==> src/rtl/tpp_pkg.sv <==
package tpp_pkg;

	localparam int unsigned MaxWidth  = 256;
	localparam int unsigned MaxHeight = 256;

	localparam int unsigned ColW  = $clog2(MaxWidth);
	localparam int unsigned RowW  = $clog2(MaxHeight);
	localparam int unsigned DimW  = 9;
	localparam int unsigned PageW = 5;
	localparam int unsigned PixW  = 8;
	localparam int unsigned SumW  = 10;
	localparam int unsigned CfgW  = 9;
	localparam int unsigned IdxW  = 2;

	localparam logic [PixW-1:0] ThresholdReset = 8'd127;
	localparam logic [DimW-1:0] WidthReset     = 9'd128;
	localparam logic [DimW-1:0] HeightReset    = 9'd64;

	typedef enum logic [IdxW-1:0] {
		RegThreshold = 2'd0,
		RegWidth     = 2'd1,
		RegHeight    = 2'd2
	} reg_idx_t;

	typedef struct packed {
		logic            en;
		logic [ColW-1:0] addr;
		logic [7:0]      data;
	} mem_wr_t;

endpackage

==> src/rtl/tpp_column_store.sv <==
module tpp_column_store
	import tpp_pkg::*;
(
	input  logic            clk,
	input  logic            rd_en,
	input  logic [ColW-1:0] rd_addr,
	input  mem_wr_t         wr,
	output logic [7:0]      rd_data_s1
);

	logic [7:0] mem [MaxWidth];

	// A read in the same cycle as a write to the same column returns the new byte.
	always_ff @(posedge clk) begin
		if (wr.en) begin
			mem[wr.addr] <= wr.data;
		end
		if (rd_en) begin
			if (wr.en && (wr.addr == rd_addr)) begin
				rd_data_s1 <= wr.data;
			end else begin
				rd_data_s1 <= mem[rd_addr];
			end
		end
	end

endmodule

==> src/rtl/threshold_page_packer_core.sv <==
// Packs a raster-order RGB pixel stream into page-format column bytes for a
// page-addressed monochrome display. The core takes one pixel per clock while
// in_stall is low and returns a byte through the stage-1 and output registers
// for every pixel of the eighth row of a page or of the last image row. The
// rate is set by the 256-entry column store, read when a pixel is taken and
// written when it leaves stage 1, with a bypass between the ports. The store
// is not cleared after reset: the first row of each page overwrites its
// entries. Change the threshold or image size only between frames.
module threshold_page_packer_core
	import tpp_pkg::*;
(
	input  logic             clk,
	input  logic             arst_n,

	input  logic             cfg_write,
	input  logic [IdxW-1:0]  cfg_index,
	input  logic [CfgW-1:0]  cfg_data,

	input  logic             in_valid,
	output logic             in_stall,
	input  logic [PixW-1:0]  pixel_red,
	input  logic [PixW-1:0]  pixel_green,
	input  logic [PixW-1:0]  pixel_blue,

	output logic             out_valid,
	input  logic             out_stall,
	output logic [7:0]       page_byte,
	output logic [ColW-1:0]  column_index,
	output logic [PageW-1:0] page_index,
	output logic             image_done
);

	logic [PixW-1:0] threshold_q;
	logic [DimW-1:0] width_q;
	logic [DimW-1:0] height_q;
	logic [ColW-1:0] col_q;
	logic [RowW-1:0] row_q;

	logic             valid_s1;
	logic             dark_s1;
	logic             emit_s1;
	logic             done_s1;
	logic [2:0]       bit_s1;
	logic [ColW-1:0]  col_s1;
	logic [PageW-1:0] page_s1;
	logic [7:0]       rd_data_s1;

	logic             valid_s2;
	logic [7:0]       byte_s2;
	logic [ColW-1:0]  col_s2;
	logic [PageW-1:0] page_s2;
	logic             done_s2;

	logic            accept;
	logic            fire_s1;
	logic [DimW-1:0] w_eff;
	logic [DimW-1:0] h_eff;
	logic [SumW-1:0] sum;
	logic [SumW-1:0] limit;
	logic            last_row;
	logic            last_col;
	logic [DimW-1:0] col_inc;
	logic [DimW-1:0] row_inc;
	logic [ColW-1:0] col_d;
	logic [RowW-1:0] row_d;
	logic [7:0]      byte_s1;
	mem_wr_t         wr;

	always_comb begin
		if (width_q == '0) begin
			w_eff = DimW'(1);
		end else if (width_q > DimW'(MaxWidth)) begin
			w_eff = DimW'(MaxWidth);
		end else begin
			w_eff = width_q;
		end
		if (height_q == '0) begin
			h_eff = DimW'(1);
		end else if (height_q > DimW'(MaxHeight)) begin
			h_eff = DimW'(MaxHeight);
		end else begin
			h_eff = height_q;
		end
	end

	// Stage 1 moves on unless it holds a byte and the output register is full and stalled.
	assign fire_s1  = valid_s1 && (!emit_s1 || !valid_s2 || !out_stall);
	assign in_stall = valid_s1 && !fire_s1;
	assign accept   = in_valid && !in_stall;

	assign sum   = SumW'(pixel_red) + SumW'(pixel_green) + SumW'(pixel_blue);
	assign limit = {1'b0, threshold_q, 1'b0} + SumW'(threshold_q);

	assign last_row = ({1'b0, row_q} == (h_eff - DimW'(1)));
	assign last_col = ({1'b0, col_q} == (w_eff - DimW'(1)));
	assign col_inc  = {1'b0, col_q} + DimW'(1);
	assign row_inc  = {1'b0, row_q} + DimW'(1);

	always_comb begin
		col_d = col_inc[ColW-1:0];
		row_d = row_q;
		if (col_inc >= w_eff) begin
			col_d = '0;
			row_d = (row_inc >= h_eff) ? '0 : row_inc[RowW-1:0];
		end
	end

	always_comb begin
		byte_s1 = (bit_s1 == 3'd0) ? 8'd0 : rd_data_s1;
		if (dark_s1) begin
			byte_s1[bit_s1] = 1'b1;
		end
	end

	assign wr.en   = fire_s1;
	assign wr.addr = col_s1;
	assign wr.data = byte_s1;

	tpp_column_store u_store (
		.clk        (clk),
		.rd_en      (accept),
		.rd_addr    (col_q),
		.wr         (wr),
		.rd_data_s1 (rd_data_s1)
	);

	always_ff @(posedge clk or negedge arst_n) begin
		if (!arst_n) begin
			threshold_q <= ThresholdReset;
			width_q     <= WidthReset;
			height_q    <= HeightReset;
		end else if (cfg_write) begin
			unique case (cfg_index)
				RegThreshold: threshold_q <= cfg_data[PixW-1:0];
				RegWidth:     width_q     <= cfg_data;
				RegHeight:    height_q    <= cfg_data;
				default:      ;
			endcase
		end
	end

	always_ff @(posedge clk or negedge arst_n) begin
		if (!arst_n) begin
			col_q    <= '0;
			row_q    <= '0;
			valid_s1 <= 1'b0;
			valid_s2 <= 1'b0;
		end else begin
			if (accept) begin
				col_q <= col_d;
				row_q <= row_d;
			end
			if (accept) begin
				valid_s1 <= 1'b1;
			end else if (fire_s1) begin
				valid_s1 <= 1'b0;
			end
			if (fire_s1 && emit_s1) begin
				valid_s2 <= 1'b1;
			end else if (!out_stall) begin
				valid_s2 <= 1'b0;
			end
		end
	end

	always_ff @(posedge clk) begin
		if (accept) begin
			dark_s1 <= (sum < limit);
			bit_s1  <= row_q[2:0];
			col_s1  <= col_q;
			page_s1 <= PageW'(row_q >> 3);
			emit_s1 <= (row_q[2:0] == 3'd7) || last_row;
			done_s1 <= last_row && last_col;
		end
		if (fire_s1 && emit_s1) begin
			byte_s2 <= byte_s1;
			col_s2  <= col_s1;
			page_s2 <= page_s1;
			done_s2 <= done_s1;
		end
	end

	assign out_valid    = valid_s2;
	assign page_byte    = byte_s2;
	assign column_index = col_s2;
	assign page_index   = page_s2;
	assign image_done   = done_s2;

endmodule

==> config.mk <==
export PLATFORM = sky130hd
export DESIGN_NAME = threshold_page_packer_core
export DESIGN_NICKNAME = d
export VERILOG_FILES = /design/src/rtl/tpp_pkg.sv /design/src/rtl/tpp_column_store.sv /design/src/rtl/threshold_page_packer_core.sv
export SDC_FILE = /design/constraint.sdc
export NUM_CORES = 2
export LEC_CHECK = 0
export ABC_AREA = 0
export BUFFER_PORTS_ARGS = -buffer_cell sky130_fd_sc_hd__buf_2
export CORE_ASPECT_RATIO = 0.75
export CORE_MARGIN = 4
export CORE_UTILIZATION = 60
export CTS_CLUSTER_DIAMETER = 80
export DETAILED_ROUTE_END_ITERATION = 10
export GPL_TIMING_DRIVEN = 0
export PLACE_DENSITY_LB_ADDON = 0.2
export SLEW_MARGIN = 10
export SYNTH_ARGS = -nofsm -noshare
export SYNTH_HDL_FRONTEND = slang
export SYNTH_SLANG_ARGS = --single-unit
==> constraint.sdc <==
create_clock -name clk -period 31 [get_ports clk]
set_input_delay 6.2 -clock clk [delete_from_list [all_inputs] [get_ports clk]]
set_output_delay 6.2 -clock clk [all_outputs]
set_load 0.02 [all_outputs]
# [After elaboration in Yosys (flattened, before gate mapping)]
# Memories as Yosys holds them, arrays and structs flattened. A register that Yosys moved wholly into a read port is not among the register bits.
# Cells that the tools add are included.
[word_totals] ram_bits=2048 mem_count=1 inputBits=40 out_inout_bits=24 elab_cells=78 reg_bits=85
[mem_list] name="u_store.mem" depth=256 width=8 read_ports=1 rd_clocked_by_memory_dff=1 write_ports=1 line="tpp_column_store.sv:11" source="logic [7:0] mem [MaxWidth];"
[classes] n_bitwise=1 reduce_logical=23 mux=16 n_eq_ne=6 add_sub_neg=7 magnitude_cmp=7
[ops] cell="$mux W9" n=4
[ops] cell="$mux W8" n=4
[ops] cell="$add A9 B8 Y10" n=2
[ops] cell="$add A8 B1 Y9 const B" n=2
[ops] cell="$eq A8 B9 Y1" n=2
[ops] cell="$ge A9 B9 Y1" n=2
[ops] cell="$gt A9 B9 Y1 const B" n=2
[ops] cell="$logic_not A9 Y1" n=2
[ops] cell="$sub A9 B1 Y9 const B" n=2
[ops] cell="$lt A10 B10 Y1" n=1
[ops] cell="$add A8 B8 Y9" n=1
[ops] cell="$or A8 B8 Y8" n=1
[ops] cell="$reduce_and A2 Y1" n=4
[ops] cell="$mux W1" n=7
[ops] cell="$logic_and A1 B1 Y1" n=6
[ops] cell="$logic_not A1 Y1" n=5
[ops] cell="$lt A3 B4 Y1 const B" n=1
[ops] cell="$demux W1 S3" n=1
[ops] cell="$eq A3 B3 Y1 const B" n=1
[ops] cell="$ge A3 B1 Y1 const B" n=1
[ops] cell="$logic_not A3 Y1" n=1
[ops] cell="$logic_or A1 B1 Y1" n=3
[ops] cell="$eq A2 B1 Y1 const B" n=1
[ops] cell="$eq A2 B2 Y1 const B" n=1
[ops] cell="other kinds (3)" n=3

# [Longest topological paths before layout]
[depth] ltp_word=9 depth_mapped=16 depth_no_buf=16

# [By module]
# A second synthesis with hierarchy kept.
[hier_totals] cells_unflattened=4512 area_unflattened_um2=85276.8
[modules_own_cells] module="tpp_column_store" seq_area_each_um2=61739.2 cells_per_inst=4007 instances=1 area_each_um2=79832.8
[modules_own_cells] module="threshold_page_packer_core" seq_area_each_um2=2343.5 cells_per_inst=505 instances=1 area_each_um2=5444.0

# [Least setup slack after synthesis]
# No wires, ideal clock.
[synth_path] path_kind="register -> register" startpoint="reg bit_s1[0]" endpoint="reg byte_s2[7], in the netlist page_byte[7] (data pin)" arrival_time_ns=10.675 n_path_buf=1 setup_ns=2.205 path_slack_ns=18.119 required_time_ns=28.795 path_stages_with_launch=4 synth_period_minus_slack_ns=12.881 cell_sequence="edfxtp_1 clkbuf_1 a31oi_1 o21ai_0"
[synth_between] elab_chain_len=6 word_cells_on_any_way=9 cone_classes="order compare (2); mux (4); bitwise (1); reduce/logical (2)"
[synth_lines] element="start, declared" line="threshold_page_packer_core.sv:43" source="logic [2:0] bit_s1;"
[synth_lines] element="start signal, assigned" line="threshold_page_packer_core.sv:169" source="bit_s1 <= row_q[2:0];"
[synth_lines] element="$lt A3 B4 Y1 (not written as such) / $ge A3 B1 Y1 (equally long branches)" line="threshold_page_packer_core.sv:111" source="byte_s1[bit_s1] = 1'b1;"
[synth_lines] element="$logic_and A1 B1 Y1 (not written as such)" line="threshold_page_packer_core.sv:111"
[synth_lines] element="$mux W1 (not written as such)" line="threshold_page_packer_core.sv:111"
[synth_lines] element="$demux W1 S3" line="threshold_page_packer_core.sv:111"
[synth_lines] element="$or A8 B8 Y8 (no line)"
[synth_lines] element="$mux W8 (*)" line="threshold_page_packer_core.sv:110" source="if (dark_s1) begin"
[synth_lines] element="named net byte_s1[7]" line="threshold_page_packer_core.sv:66" source="logic [7:0] byte_s1;"
[synth_lines] element="end signal, assigned" line="threshold_page_packer_core.sv:176" source="byte_s2 <= byte_s1;"
[synth_lines] element="end, declared" line="threshold_page_packer_core.sv:49" source="logic [7:0] byte_s2;"
# Mark *: on every way through the listed nets, which the timed path passes. The rest lies on a longest branch.
# A chain may end at the register's enable or synchronous reset.

# [Final worst setup path]
[layout_path] startpoint="in out_stall" endpoint="out in_stall"
[layout_between] elab_chain_len=5
[layout_lines] element="start, declared" line="threshold_page_packer_core.sv:26" source="input logic out_stall,"
[layout_lines] element="$logic_not A1 Y1"
[layout_lines] element="$logic_or A1 B1 Y1" line="threshold_page_packer_core.sv:87" source="assign fire_s1 = valid_s1 && (!emit_s1 || !valid_s2 || !out_stall);"
[layout_lines] element="$logic_and A1 B1 Y1" line="threshold_page_packer_core.sv:87"
[layout_lines] element="$logic_not A1 Y1" line="threshold_page_packer_core.sv:88" source="assign in_stall = valid_s1 && !fire_s1;"
[layout_lines] element="$logic_and A1 B1 Y1" line="threshold_page_packer_core.sv:88"
[layout_lines] element="end, declared" line="threshold_page_packer_core.sv:20" source="output logic in_stall,"
# No other way between the ends.

==> summary by stage <==
Global route
The number of antenna violations at the first check in global routing came to 25. For this run the aggregate overflow at the end of global routing stands at 0. The pin count of the biggest net entering global routing is 100.

The global routing usage summed across all routing layers is 40.3%. The first global-routing pass estimated 395000 um of wire. The number of global-route vias before repair is 44860.

Critical path
For the worst setup path, the data arrival time is 6.70 ns. The top fanout value on the critical path is 3. STA puts the critical path data required time at 24.80 ns. The startpoint type of the worst setup path is an input pin. The combined buffer and inverter count along the critical path is 3. The most numerous cell on the critical path is sky130_fd_sc_hd__buf_2. Among all stages on the critical path, the largest delay is contributed by sky130_fd_sc_hd__buf_2. The category of the worst setup path capture point is an output pin. The critical path's top delay family is buffers and inverters.

For this run, the slowest stage of the critical path takes 0.16 ns. The signal on the critical path passes through buf_2 > nand4_1 > inv_1 > buf_2. The type of the worst setup path is input pin to output pin. In this run the worst setup path begins at out_stall. The worst register-to-register path begins at col_q[3].

Logic synthesis
The sequential cell area fraction in the yosys report is 75.3%. Yosys printed 0 warnings. In the synthesized netlist, the cells that appear most often are sky130_fd_sc_hd__edfxtp_1 (2097), sky130_fd_sc_hd__mux4_2 (527), sky130_fd_sc_hd__nor2_1 (318), sky130_fd_sc_hd__mux2i_1 (129), sky130_fd_sc_hd__nand2_1 (116).

After synthesis the netlist holds a flip-flop and latch count of 2141. Summed over all instances, the cell type with the most area after synthesis is sky130_fd_sc_hd__edfxtp_1. After synthesis the cells add up to 0.0851 mm2. The number of enable flip-flop cells after synthesis is 2097. By area the synthesized netlist is led by sky130_fd_sc_hd__edfxtp_1 (74%), sky130_fd_sc_hd__mux4_2 (14%), sky130_fd_sc_hd__mux2i_1 (1.5%). The share of synthesized area in the top cell type comes to 74.0%.

Counting distinct cell types in the post-synthesis netlist gives 65. The post-synthesis average cell area is 20.6 um2. Among all cell types in the netlist, the one instantiated most often is sky130_fd_sc_hd__edfxtp_1. Counting flops with an async set or reset pin after synthesis yields a share of 2.06%. Synthesis produced a netlist with a net count of 4229. The most used flip-flop cell after synthesis is sky130_fd_sc_hd__edfxtp_1. Counting every instance in the synthesized netlist gives 4130.

STA
At the pin with the least slew margin, the transition time is 1.47 ns. Across the routed clock network, the largest skew measured is 0.0432 ns. The post-route fraction of the period consumed by the critical path is 41.6%. The setup TNS after final layout is 0 ns. Counting I/O delays and the setup requirement, the final critical path takes 12.90 ns. The number of endpoints with negative hold slack in the final report is 0. Setup repair after global routing left no endpoint under its margin. Setup violations remaining at the end of the flow were counted as 0.

The final-report max-slew violation count was 0. Derived from the worst setup path, the maximum achievable clock frequency is 77.5 MHz. Headroom to the max-slew limit came out at 1.70%. The setup slack after layout is 18.10 ns.

CTS
The clock passes through at most 3 buffers. The tree built by TritonCTS fans out to 2141 sinks. The number of buffers inserted to repair setup after CTS is 0. The TritonCTS buffer count is 192. The H-tree depth is 4. The number of hold buffers added after CTS was 0.

The tree is rooted in a sky130_fd_sc_hd__clkbuf_16. After clock tree synthesis, the clock-pin slew on the worst setup and hold paths is 0.07 ns. At the later pin of the worst-skew pair, clock insertion delay measures 0.87 ns. The quantity of gates resized following cts is 0. TritonCTS built the clock tree.

Die
The total core area is 0.141 mm2. The die boundary height is 334 um. In this run the core area contains 119 standard-cell rows.

The top-level I/O count is 64. The initial utilization of the core area, before any placement, comes to 60.5%. The die area is 0.148 mm2. The die width is 443 um.

Drt
After detailed routing, the total wire length is 297000 um. The vias per cell is 7.55. The detail-routed net length per standard cell is 45.8 um. The DRC violation count after routing is 0. The first-pass detailed-route iteration total is 7. The remaining number of nets flagged by the antenna check after routing is 0. The vias after detailed routing is 49001. After the first detailed-routing iteration, the DRC count stood at 10737.

Hold path
The classification of the worst-slack hold path is flop to flop. The startpoint of the most critical hold path is done_s1.

Cells and area
The net count of the finished layout is 4540. Counting the fill cells in the layout gives 8910. The area added between synthesis and finish is 11.9%.

Of the cells placed in the final design, the portion with a size suffix greater than 1 is 25.0%.

Placement
The count of buffers from port buffering is 63. The minimum setup slack after placement is 18.09 ns. The detailed placement HPWL is 194000 um. The final RePlAce weighted congestion is 1.04.

Status
The flow ran to the end, and the final reports show no timing, DRC or antenna violations.

Job
The tool flagged a number of max-cap violations equal to 0.

Power and ir drop
The static leakage is 30.4 nW. The maximum ir drop on the vdd rail is 0.0000810 V. The total power divided by cell area is 104 mW/mm2.
cells in the final DEF (no fill, tap or decap), types with 22 or more instances in the layout:
master | Yosys | layout
sky130_fd_sc_hd__buf_4 | 25 | 25
sky130_fd_sc_hd__mux4_2 | 527 | 527
sky130_fd_sc_hd__a22oi_1 | 37 | 37
sky130_fd_sc_hd__nor2_1 | 318 | 315
sky130_fd_sc_hd__inv_1 | 38 | 38
sky130_fd_sc_hd__nand2_1 | 116 | 114
sky130_fd_sc_hd__clkinv_2 | 0 | 37
sky130_fd_sc_hd__ha_1 | 49 | 49
sky130_fd_sc_hd__clkbuf_1 | 98 | 100
sky130_fd_sc_hd__dfrtp_1 | 35 | 35
sky130_fd_sc_hd__mux2i_1 | 129 | 129
sky130_fd_sc_hd__buf_12 | 0 | 36
sky130_fd_sc_hd__o22ai_1 | 39 | 39
sky130_fd_sc_hd__nand3_1 | 44 | 44
sky130_fd_sc_hd__diode_2 | 0 | 25
sky130_fd_sc_hd__buf_6 | 32 | 32
sky130_fd_sc_hd__a21oi_1 | 58 | 58
sky130_fd_sc_hd__xor2_1 | 22 | 22
sky130_fd_sc_hd__a211oi_1 | 25 | 25
sky130_fd_sc_hd__xnor2_1 | 22 | 22
sky130_fd_sc_hd__buf_2 | 48 | 126
sky130_fd_sc_hd__mux2_2 | 44 | 43
sky130_fd_sc_hd__clkbuf_2 | 0 | 45
sky130_fd_sc_hd__clkbuf_16 | 0 | 198
sky130_fd_sc_hd__edfxtp_1 | 2097 | 2097
sky130_fd_sc_hd__clkinv_1 | 4 | 35
sky130_fd_sc_hd__o21ai_0 | 56 | 54
worst reg2reg max path, cell delays in order (launching register included):
cell and delay (ns):
sky130_fd_sc_hd__dfrtp_1 0.75, sky130_fd_sc_hd__clkbuf_1 0.94, sky130_fd_sc_hd__clkinv_1 1.43, sky130_fd_sc_hd__nand2_1 1.20, sky130_fd_sc_hd__a211oi_1 0.29, sky130_fd_sc_hd__a311oi_1 0.64, sky130_fd_sc_hd__a21oi_1 0.20, sky130_fd_sc_hd__a2111oi_0 0.74
sky130_fd_sc_hd__a21oi_1 0.14
registers in the layout, summed over array words and instances (netlist names), 3 cells and up:
| signal | count |
|---|---|
| u_store.rd_data_s1 | 8 |
| height_q | 9 |
| u_store.mem | 2048 |
| bit_s1 | 3 |
| threshold_q | 8 |
| page_byte | 8 |
| page_s1 | 5 |
| col_q | 8 |
| col_s1 | 8 |
| width_q | 9 |
| row_q | 8 |
| page_index | 5 |
| column_index | 8 |
cell families (layout without fill, tap and decap cells):
family / Yosys count / in the layout / synth area share (%)
AO/OA/AOI/OAI: 330 / 330 / 2.61
XOR/XNOR: 44 / 44 / 0.453
adder cells (fa/ha/maj): 59 / 59 / 0.955
buffers and inverters: 265 / 725 / 1.66
flip-flops: 2141 / 2141 / 75.3
multiplexers: 701 / 701 / 16.1
other: 0 / 25 / 0
AND/OR/NAND/NOR: 590 / 590 / 3.00
path summary, 6_finish.rpt:
| kind | to | slack (ns) | depth (start not counted) |
|---|---|---|---|
| min in group asynchronous | height_q[5] | 5.53 | 1 |
| min | image_done | 0.41 | 0 |
| min reg2reg | image_done | 0.41 | 0 |
| max reg2reg | u_store.rd_data_s1[1] | 24.41 | 8 |
| max in group asynchronous | col_q[7] | 24.81 | 1 |
| max | in_stall | 18.10 | 4 |
final cells by class:
class | instances | area [um2] | area share [%]
Buffer | 221 | 1320 | 1.39
Timing Repair Buffer | 117 | 1530 | 1.61
Multi-Input combinational cell | 1724 | 19700 | 20.7
Clock inverter | 96 | 875 | 0.918
Inverter | 44 | 166 | 0.175
Tap cell | 1875 | 2350 | 2.46
Sequential cell | 2141 | 64100 | 67.3
Antenna cell | 25 | 62.6 | 0.0657
Clock buffer | 247 | 5160 | 5.42
routing by layer:
| metal | track usage (%) | part of all wire [%] | up-vias |
|---|---|---|---|
| met1 | 54.6 | 34 | 25095 |
| li1 | - | - | 17723 |
| met2 | 52.0 | 40 | 5224 |
| met4 | 19.4 | 5.9 | 24 |
| met3 | 23.2 | 20 | 935 |
| met5 | 3.62 | 0.25 | - |
through the flow:
stage	instance area (um2)	instances	power (mW)	util [%]	hold WS, ns
after floorplan	85100	4130	5.74	-	0.400
after global routing	95200	6467	9.94	67.7	0.437
after detailed placement	89200	6122	7.32	63.4	0.413
final	95300	6490	9.87	67.7	0.412
after CTS	95200	6465	9.62	67.7	0.418
after global placement	87800	6068	7.51	62.4	0.403
where the power goes:
| part | switching [mW] | internal, mW | total (mW) |
|---|---|---|---|
| Sequential | 0.0461 | 3.74 | 3.79 |
| Combinational | 2.61 | 1.11 | 3.72 |
| Clock | 1.07 | 1.30 | 2.36 |
(Power assumes the default switching activity.)
